==> src/design/i2cmbe_pkg.sv <==
// ----------------------------------------------------------------------------
// i2cmbe_pkg
// shared types and command codes of the i2c master bit engine
// ----------------------------------------------------------------------------
package i2cmbe_pkg;

    localparam int BYTE_BITS = 8;
    localparam int CELL_W    = $clog2(BYTE_BITS + 1);

    // command codes
    localparam logic [2:0] OP_START = 3'd0;
    localparam logic [2:0] OP_STOP  = 3'd1;
    localparam logic [2:0] OP_ACK   = 3'd2;
    localparam logic [2:0] OP_NACK  = 3'd3;
    localparam logic [2:0] OP_SEND  = 3'd4;
    localparam logic [2:0] OP_RECV  = 3'd5;

    // cell index of the acknowledge / settling cell after the eight data cells
    localparam logic [CELL_W-1:0] TAIL_CELL = CELL_W'(BYTE_BITS);

    typedef struct packed {
        logic [2:0]           operation;
        logic [BYTE_BITS-1:0] write_data;
        logic [BYTE_BITS-1:0] bus_read_bits;
        logic                 bus_ack_level;
    } t_cmd;

    typedef struct packed {
        logic                 scl_level;
        logic                 sda_level;
        logic                 sample_point;
        logic [BYTE_BITS-1:0] read_byte;
        logic                 ack_missing;
        logic                 last_phase;
    } t_phase;

    typedef struct packed {
        logic load;
        logic shift;
    } t_shift_ctrl;

endpackage

==> src/design/i2cmbe_shift.sv <==
// ----------------------------------------------------------------------------
// i2cmbe_shift
// byte shift unit, msb first, shared by every data cell of a send
// ----------------------------------------------------------------------------
module i2cmbe_shift (
    input  logic                           i_clk,
    input  i2cmbe_pkg::t_shift_ctrl        i_ctrl,
    input  logic [i2cmbe_pkg::BYTE_BITS-1:0] i_load_data,
    output logic                           o_msb
);
    import i2cmbe_pkg::*;

    logic [BYTE_BITS-1:0] r_shift;

    always_ff @(posedge i_clk) begin
        if (i_ctrl.load) begin
            r_shift <= i_load_data;
        end else if (i_ctrl.shift) begin
            r_shift <= {r_shift[BYTE_BITS-2:0], 1'b0};
        end
    end

    assign o_msb = r_shift[BYTE_BITS-1];

endmodule

==> src/design/i2c_master_bit_engine.sv <==
// ----------------------------------------------------------------------------
// i2c_master_bit_engine
// open-drain i2c master: one command in, a run of scl/sda line phases out.
// a known command runs 2 to 27 phases, one phase per cycle while the output side
// takes them; the phase sequencer steps one cell counter and one shift unit.
// command accepted only when idle: a new command waits until the run's last phase.
// first phase is registered after the command transfer, once the run has started.
// sync active-low reset: idle, no phase pending, clock line released high.
// ----------------------------------------------------------------------------
module i2c_master_bit_engine (
    input  logic               i_clk,
    input  logic               i_rst_n,
    // command channel
    input  logic               i_cmd_valid,
    output logic               o_cmd_ready,
    input  i2cmbe_pkg::t_cmd   i_cmd,
    // line phase channel
    output logic               o_phase_valid,
    input  logic               i_phase_ready,
    output i2cmbe_pkg::t_phase o_phase
);
    import i2cmbe_pkg::*;

    typedef enum logic {
        ST_IDLE,
        ST_RUN
    } t_state;

    t_state r_state, n_state;

    // command held for the run
    logic [2:0]           r_op;
    logic [BYTE_BITS-1:0] r_rbits;
    logic                 r_ack;
    // sequencer position: cell and phase within the cell
    logic [CELL_W-1:0]    r_cell, n_cell;
    logic [1:0]           r_sub, n_sub;
    // clock line level left by the last phase
    logic                 r_clk, n_clk;
    // output register
    logic                 r_out_valid, n_out_valid;
    t_phase               r_out, n_out;

    t_shift_ctrl          shift_ctrl;
    logic                 msb;
    logic                 cmd_xfer;
    logic                 advance;
    logic                 cell_end;
    t_phase               phase;

    assign o_cmd_ready   = (r_state == ST_IDLE);
    assign cmd_xfer      = i_cmd_valid && o_cmd_ready;
    assign advance       = (r_state == ST_RUN) && (!r_out_valid || i_phase_ready);
    assign o_phase_valid = r_out_valid;
    assign o_phase       = r_out;

    // phase generator for the current cell position
    always_comb begin
        phase    = '0;
        cell_end = (r_sub == 2'd2);
        case (r_op)
            OP_START: begin
                phase.scl_level  = (r_sub != 2'd2);
                phase.sda_level  = (r_sub == 2'd0);
                phase.last_phase = (r_sub == 2'd2);
            end
            OP_STOP: begin
                cell_end         = (r_sub == 2'd1);
                phase.scl_level  = 1'b1;
                phase.sda_level  = (r_sub == 2'd1);
                phase.last_phase = (r_sub == 2'd1);
            end
            OP_ACK, OP_NACK: begin
                // data setup with clock unchanged, clock high, clock low
                phase.scl_level  = (r_sub == 2'd0) ? r_clk : (r_sub == 2'd1);
                phase.sda_level  = (r_op == OP_NACK);
                phase.last_phase = (r_sub == 2'd2);
            end
            OP_SEND: begin
                phase.scl_level    = (r_sub == 2'd0) ? r_clk : (r_sub == 2'd1);
                // tail cell releases sda for the slave acknowledge
                phase.sda_level    = (r_cell == TAIL_CELL) ? 1'b1 : msb;
                phase.sample_point = (r_cell == TAIL_CELL) && (r_sub == 2'd1);
                phase.last_phase   = (r_cell == TAIL_CELL) && (r_sub == 2'd2);
                phase.ack_missing  = phase.last_phase && r_ack;
            end
            OP_RECV: begin
                // two-phase cells, then a single settling phase
                cell_end           = (r_sub == 2'd1);
                phase.scl_level    = (r_sub == 2'd1);
                phase.sda_level    = 1'b1;
                phase.sample_point = (r_sub == 2'd1) && (r_cell != TAIL_CELL);
                phase.last_phase   = (r_cell == TAIL_CELL);
                phase.read_byte    = phase.last_phase ? r_rbits : '0;
            end
            default: begin
                phase.last_phase = 1'b1;
            end
        endcase
    end

    // shift unit control: load on command transfer, shift after each send data cell
    always_comb begin
        shift_ctrl.load  = cmd_xfer;
        shift_ctrl.shift = advance && (r_op == OP_SEND) && cell_end
                           && (r_cell != TAIL_CELL);
    end

    i2cmbe_shift u_shift (
        .i_clk       (i_clk),
        .i_ctrl      (shift_ctrl),
        .i_load_data (i_cmd.write_data),
        .o_msb       (msb)
    );

    // sequencer next state
    always_comb begin
        n_state     = r_state;
        n_cell      = r_cell;
        n_sub       = r_sub;
        n_clk       = r_clk;
        n_out_valid = r_out_valid;
        n_out       = r_out;

        // output slot drains on transfer
        if (r_out_valid && i_phase_ready) begin
            n_out_valid = 1'b0;
        end

        case (r_state)
            ST_IDLE: begin
                // unknown codes are taken and dropped
                if (cmd_xfer && (i_cmd.operation inside {[OP_START:OP_RECV]})) begin
                    n_state = ST_RUN;
                    n_cell  = '0;
                    n_sub   = '0;
                end
            end
            ST_RUN: begin
                if (advance) begin
                    n_out       = phase;
                    n_out_valid = 1'b1;
                    n_clk       = phase.scl_level;
                    if (phase.last_phase) begin
                        n_state = ST_IDLE;
                    end else if (cell_end) begin
                        n_sub  = '0;
                        n_cell = r_cell + 1'b1;
                    end else begin
                        n_sub = r_sub + 1'b1;
                    end
                end
            end
            default: begin
                n_state = ST_IDLE;
            end
        endcase
    end

    // state and registered outputs
    always_ff @(posedge i_clk) begin
        if (!i_rst_n) begin
            r_state     <= ST_IDLE;
            r_cell      <= '0;
            r_sub       <= '0;
            r_clk       <= 1'b1;
            r_out_valid <= 1'b0;
        end else begin
            r_state     <= n_state;
            r_cell      <= n_cell;
            r_sub       <= n_sub;
            r_clk       <= n_clk;
            r_out_valid <= n_out_valid;
        end
    end

    // payload registers, no reset
    always_ff @(posedge i_clk) begin
        r_out <= n_out;
        if (cmd_xfer) begin
            r_op    <= i_cmd.operation;
            r_rbits <= i_cmd.bus_read_bits;
            r_ack   <= i_cmd.bus_ack_level;
        end
    end

endmodule
==> config.mk <==
export PLATFORM = sky130hd
export DESIGN_NAME = i2c_master_bit_engine
export DESIGN_NICKNAME = d
export VERILOG_FILES = /design/src/design/i2cmbe_pkg.sv /design/src/design/i2cmbe_shift.sv /design/src/design/i2c_master_bit_engine.sv
export SDC_FILE = /design/constraint.sdc
export NUM_CORES = 1
export LEC_CHECK = 0
export BUFFER_PORTS_ARGS = -buffer_cell sky130_fd_sc_hd__buf_2
export CORE_ASPECT_RATIO = 0.8
export CORE_MARGIN = 2
export CORE_UTILIZATION = 34
export CTS_CLUSTER_SIZE = 25
export DETAILED_ROUTE_END_ITERATION = 8
export HOLD_SLACK_MARGIN = 0.03
export PLACE_DENSITY = 0.64
export SETUP_SLACK_MARGIN = 0.15
export SLEW_MARGIN = 20
export SYNTH_ARGS = -nofsm -noshare
export SYNTH_HDL_FRONTEND = slang
export SYNTH_SLANG_ARGS = --single-unit
==> constraint.sdc <==
create_clock -name i_clk -period 2.6 [get_ports i_clk]
set_input_delay 0 -clock i_clk [delete_from_list [all_inputs] [get_ports i_clk]]
set_output_delay 0 -clock i_clk [all_outputs]
set_load 0.03 [all_outputs]
==> metrics <==
clk slew on worst S/H paths=0.08 ns; most area-hungry cell type in the Yosys netlist=edfxtp_1; Startpoint Class=register; RSZ-0062 raised after global routing=no; top cells by area, synth=edfxtp_1 (54%), dfxtp_1 (9.8%), mux2_2 (4.3%); final slew viol count=0; crit path kind=register to register; Fmax achieved=449.0 MHz; die height=69.76 um; commonest non-fill, non-tap cell in the layout=buf_2; P_int=0.001044 W; gr ovfl total=0; Flop pwr share=0.568; Cell Chain, Critical Path=nor2b_1 > and2_1 > ha_1 > o41a_4 > and2_4 > o21ba_1; CTS HTree Levels=2; Final Hold Vio Count=0; nets@finish=235; largest net degree at the start of global routing=15; Async S/R FF share, synth=0; Iteration-0 DRC Markers=70; core area=5122 um2; Comb power frac=0.131; clk_skew=0.008564 ns; Setup TNS Final=0 ns; global-route wire length before repair=5802 um; GPL Wtd Cong=0.8333; hold path depth=3; Root Buffer Master=clkbuf_8; Hold Crit Class=primary input to register; most frequent cells in the layout=buf_2 (38), edfxtp_1 (33), dlygate4sd3_1 (22); Sink Count=42; Post-synth EDFFs=33; vias in the first global route=1235; post-synth top area share=0.5391; Max VDD drop=0.0003184 V; DRT Pass-1 Iters=4; PwrDens=572.4 nW/um2; Final Total Pwr=0.001391 W; final period utilization=0.8566; Detail Placement HPWL=2399 um; # placed instances=238; # DRC=0; #FFs+latches synth=42; crit path max fanout=11; CTS tree=done; vias=1260; Hold Slack=0.07266 ns; Gate Count Post-Synth=138; Finished Layout Cells=268; CP Depth=6; Overall Global Routing Usage=0.1247; Lkg Pwr=0.9927 nW; share of cells above drive strength 1=0.3107; crit path DAT=2.42 ns; area of the mapped netlist=1838 um2; Slew HR=0.6362; Final ANT Viol Nets=0; Critical Path Sink Type=register; syn nets=168; status=complete, no violations; die area=6014 um2; Reg2Reg Depth=6; standard-cell rows=23; register area share after synthesis=0.6372; post-synthesis cell type count=37; Main synth FF type=edfxtp_1; Max-cap violations=0; WL/cell=13.38 um; sw frac=0.2492; Clock Tree Buf Depth=2; Clk pwr share=0.301; minimum clock period=2.227 ns; Routed WL=3586 um; Initial Utilization=0.3588; clk_lat worst skew=0.30 ns; CP peak stage delay=0.58 ns; yosys warns=0; Worst Path Required=2.79 ns; vias per cell=4.701; CP max-delay cell=o41a_4; synth-to-layout area growth=32.20%; cell family with most CP delay=compound AO/OA/AOI/OAI gates; Top Ports=39; fillers=459; initial antenna violation count=0; P_sw=0.0003465 W; PortBufs=38; # setup viols final=0; syn avg cell area=13.32 um2; diode count=0; CTS buffer count=5; fin util=0.4744; Die W=86.21 um; worst path bufs/invs=0; worst slew pin tran=0.5451 ns
[logic make-up (layout without fill, tap and decap cells)]
family | Yosys count | count (layout) | synth area share
buffers and inverters | 11 | 79 | 0.02246
adders and majority gates | 6 | 6 | 0.04084
and+or+nand+nor | 45 | 45 | 0.1484
AOI/OAI and AO/OA | 25 | 25 | 0.09735
DFF | 42 | 42 | 0.6372
muxes | 9 | 9 | 0.05378
[flip-flops by register name, indices dropped and copies added, names as in the netlist]
name,count
o_phase,13
o_phase_valid,1
r_ack,1
r_cell,4
r_clk,1
r_op,3
r_rbits,8
r_state,1
r_sub,2
u_shift.r_shift,8
[layer usage]
layer  GRT usage  routed length [um]
met1      0.1692                1738
met2      0.1869                1653
met3     0.03095                 132
met4     0.05729                  61
met5           0                   0
[per-stage QoR]
stage / worst slack (ns) / area [um2]
2_1_floorplan: 0.6547 / 1838
3_3_place_gp: 0.4612 / 2120
3_5_place_dp: 0.4086 / 2120
4_1_cts: 0.3829 / 2430
5_1_grt: 0.2996 / 2430
6_report: 0.3729 / 2430
[path summary, 6_finish.rpt]
| path | startpoint | endpoint | slack (ns) |
|---|---|---|---|
| worst min register to register | r_sub[1] | r_sub[1] | 0.48 |
| worst max-delay path | r_op[0] | r_cell[3] | 0.37 |
| worst max register to register | r_op[0] | r_cell[3] | 0.37 |
| worst min-delay path | i_phase_ready | o_phase_valid | 0.07 |
[synth_stat cells, drive strengths merged (2+ instances only)]
library cell,count
ha,6
a21oi,8
mux2i,2
o21ai,7
mux2,7
nand3b,2
o211ai,2
nor4,2
dfxtp,9
nand3,3
nand2,6
nor2,10
inv,8
clkbuf,2
and4,2
edfxtp,33
and2,12
nor2b,2
[worst register-to-register path: cells and delay by family, from the launching register on]
family                   cells  cell delay (ns)
adder cells (fa/ha/maj)      1             0.33
AND/OR/NAND/NOR              3             0.55
AO/OA/AOI/OAI                2             0.75
flip-flops                   1             0.49
[power by group through the flow]
stage	Combinational, W	Sequential (W)	Clock [W]
2_1_floorplan	0.0000820	0.000823	0
3_3_place_gp	0.000155	0.000804	0
3_5_place_dp	0.000157	0.000805	0
4_1_cts	0.000183	0.000790	0.000428
5_1_grt	0.000199	0.000794	0.000455
6_report	0.000183	0.000789	0.000419
[layout make-up]
type,instances,area [um2],share of cell area
flip-flops and latches,42,1171,0.4820
multi-input cells,85,628.1,0.2585
repair buffers,63,432.9,0.1782
well taps,62,77.57,0.03193
clock buffers,5,68.82,0.02832
inverters,8,30.03,0.01236
clock inverters,3,21.27,0.008754
[timing repair]
action	CTS	global route
resized for setup	0	0
hold buffers	22	0
endpoints found under the hold margin	23	0
setup buffers	0	0
Note: power is estimated with default switching activity, not from simulation.
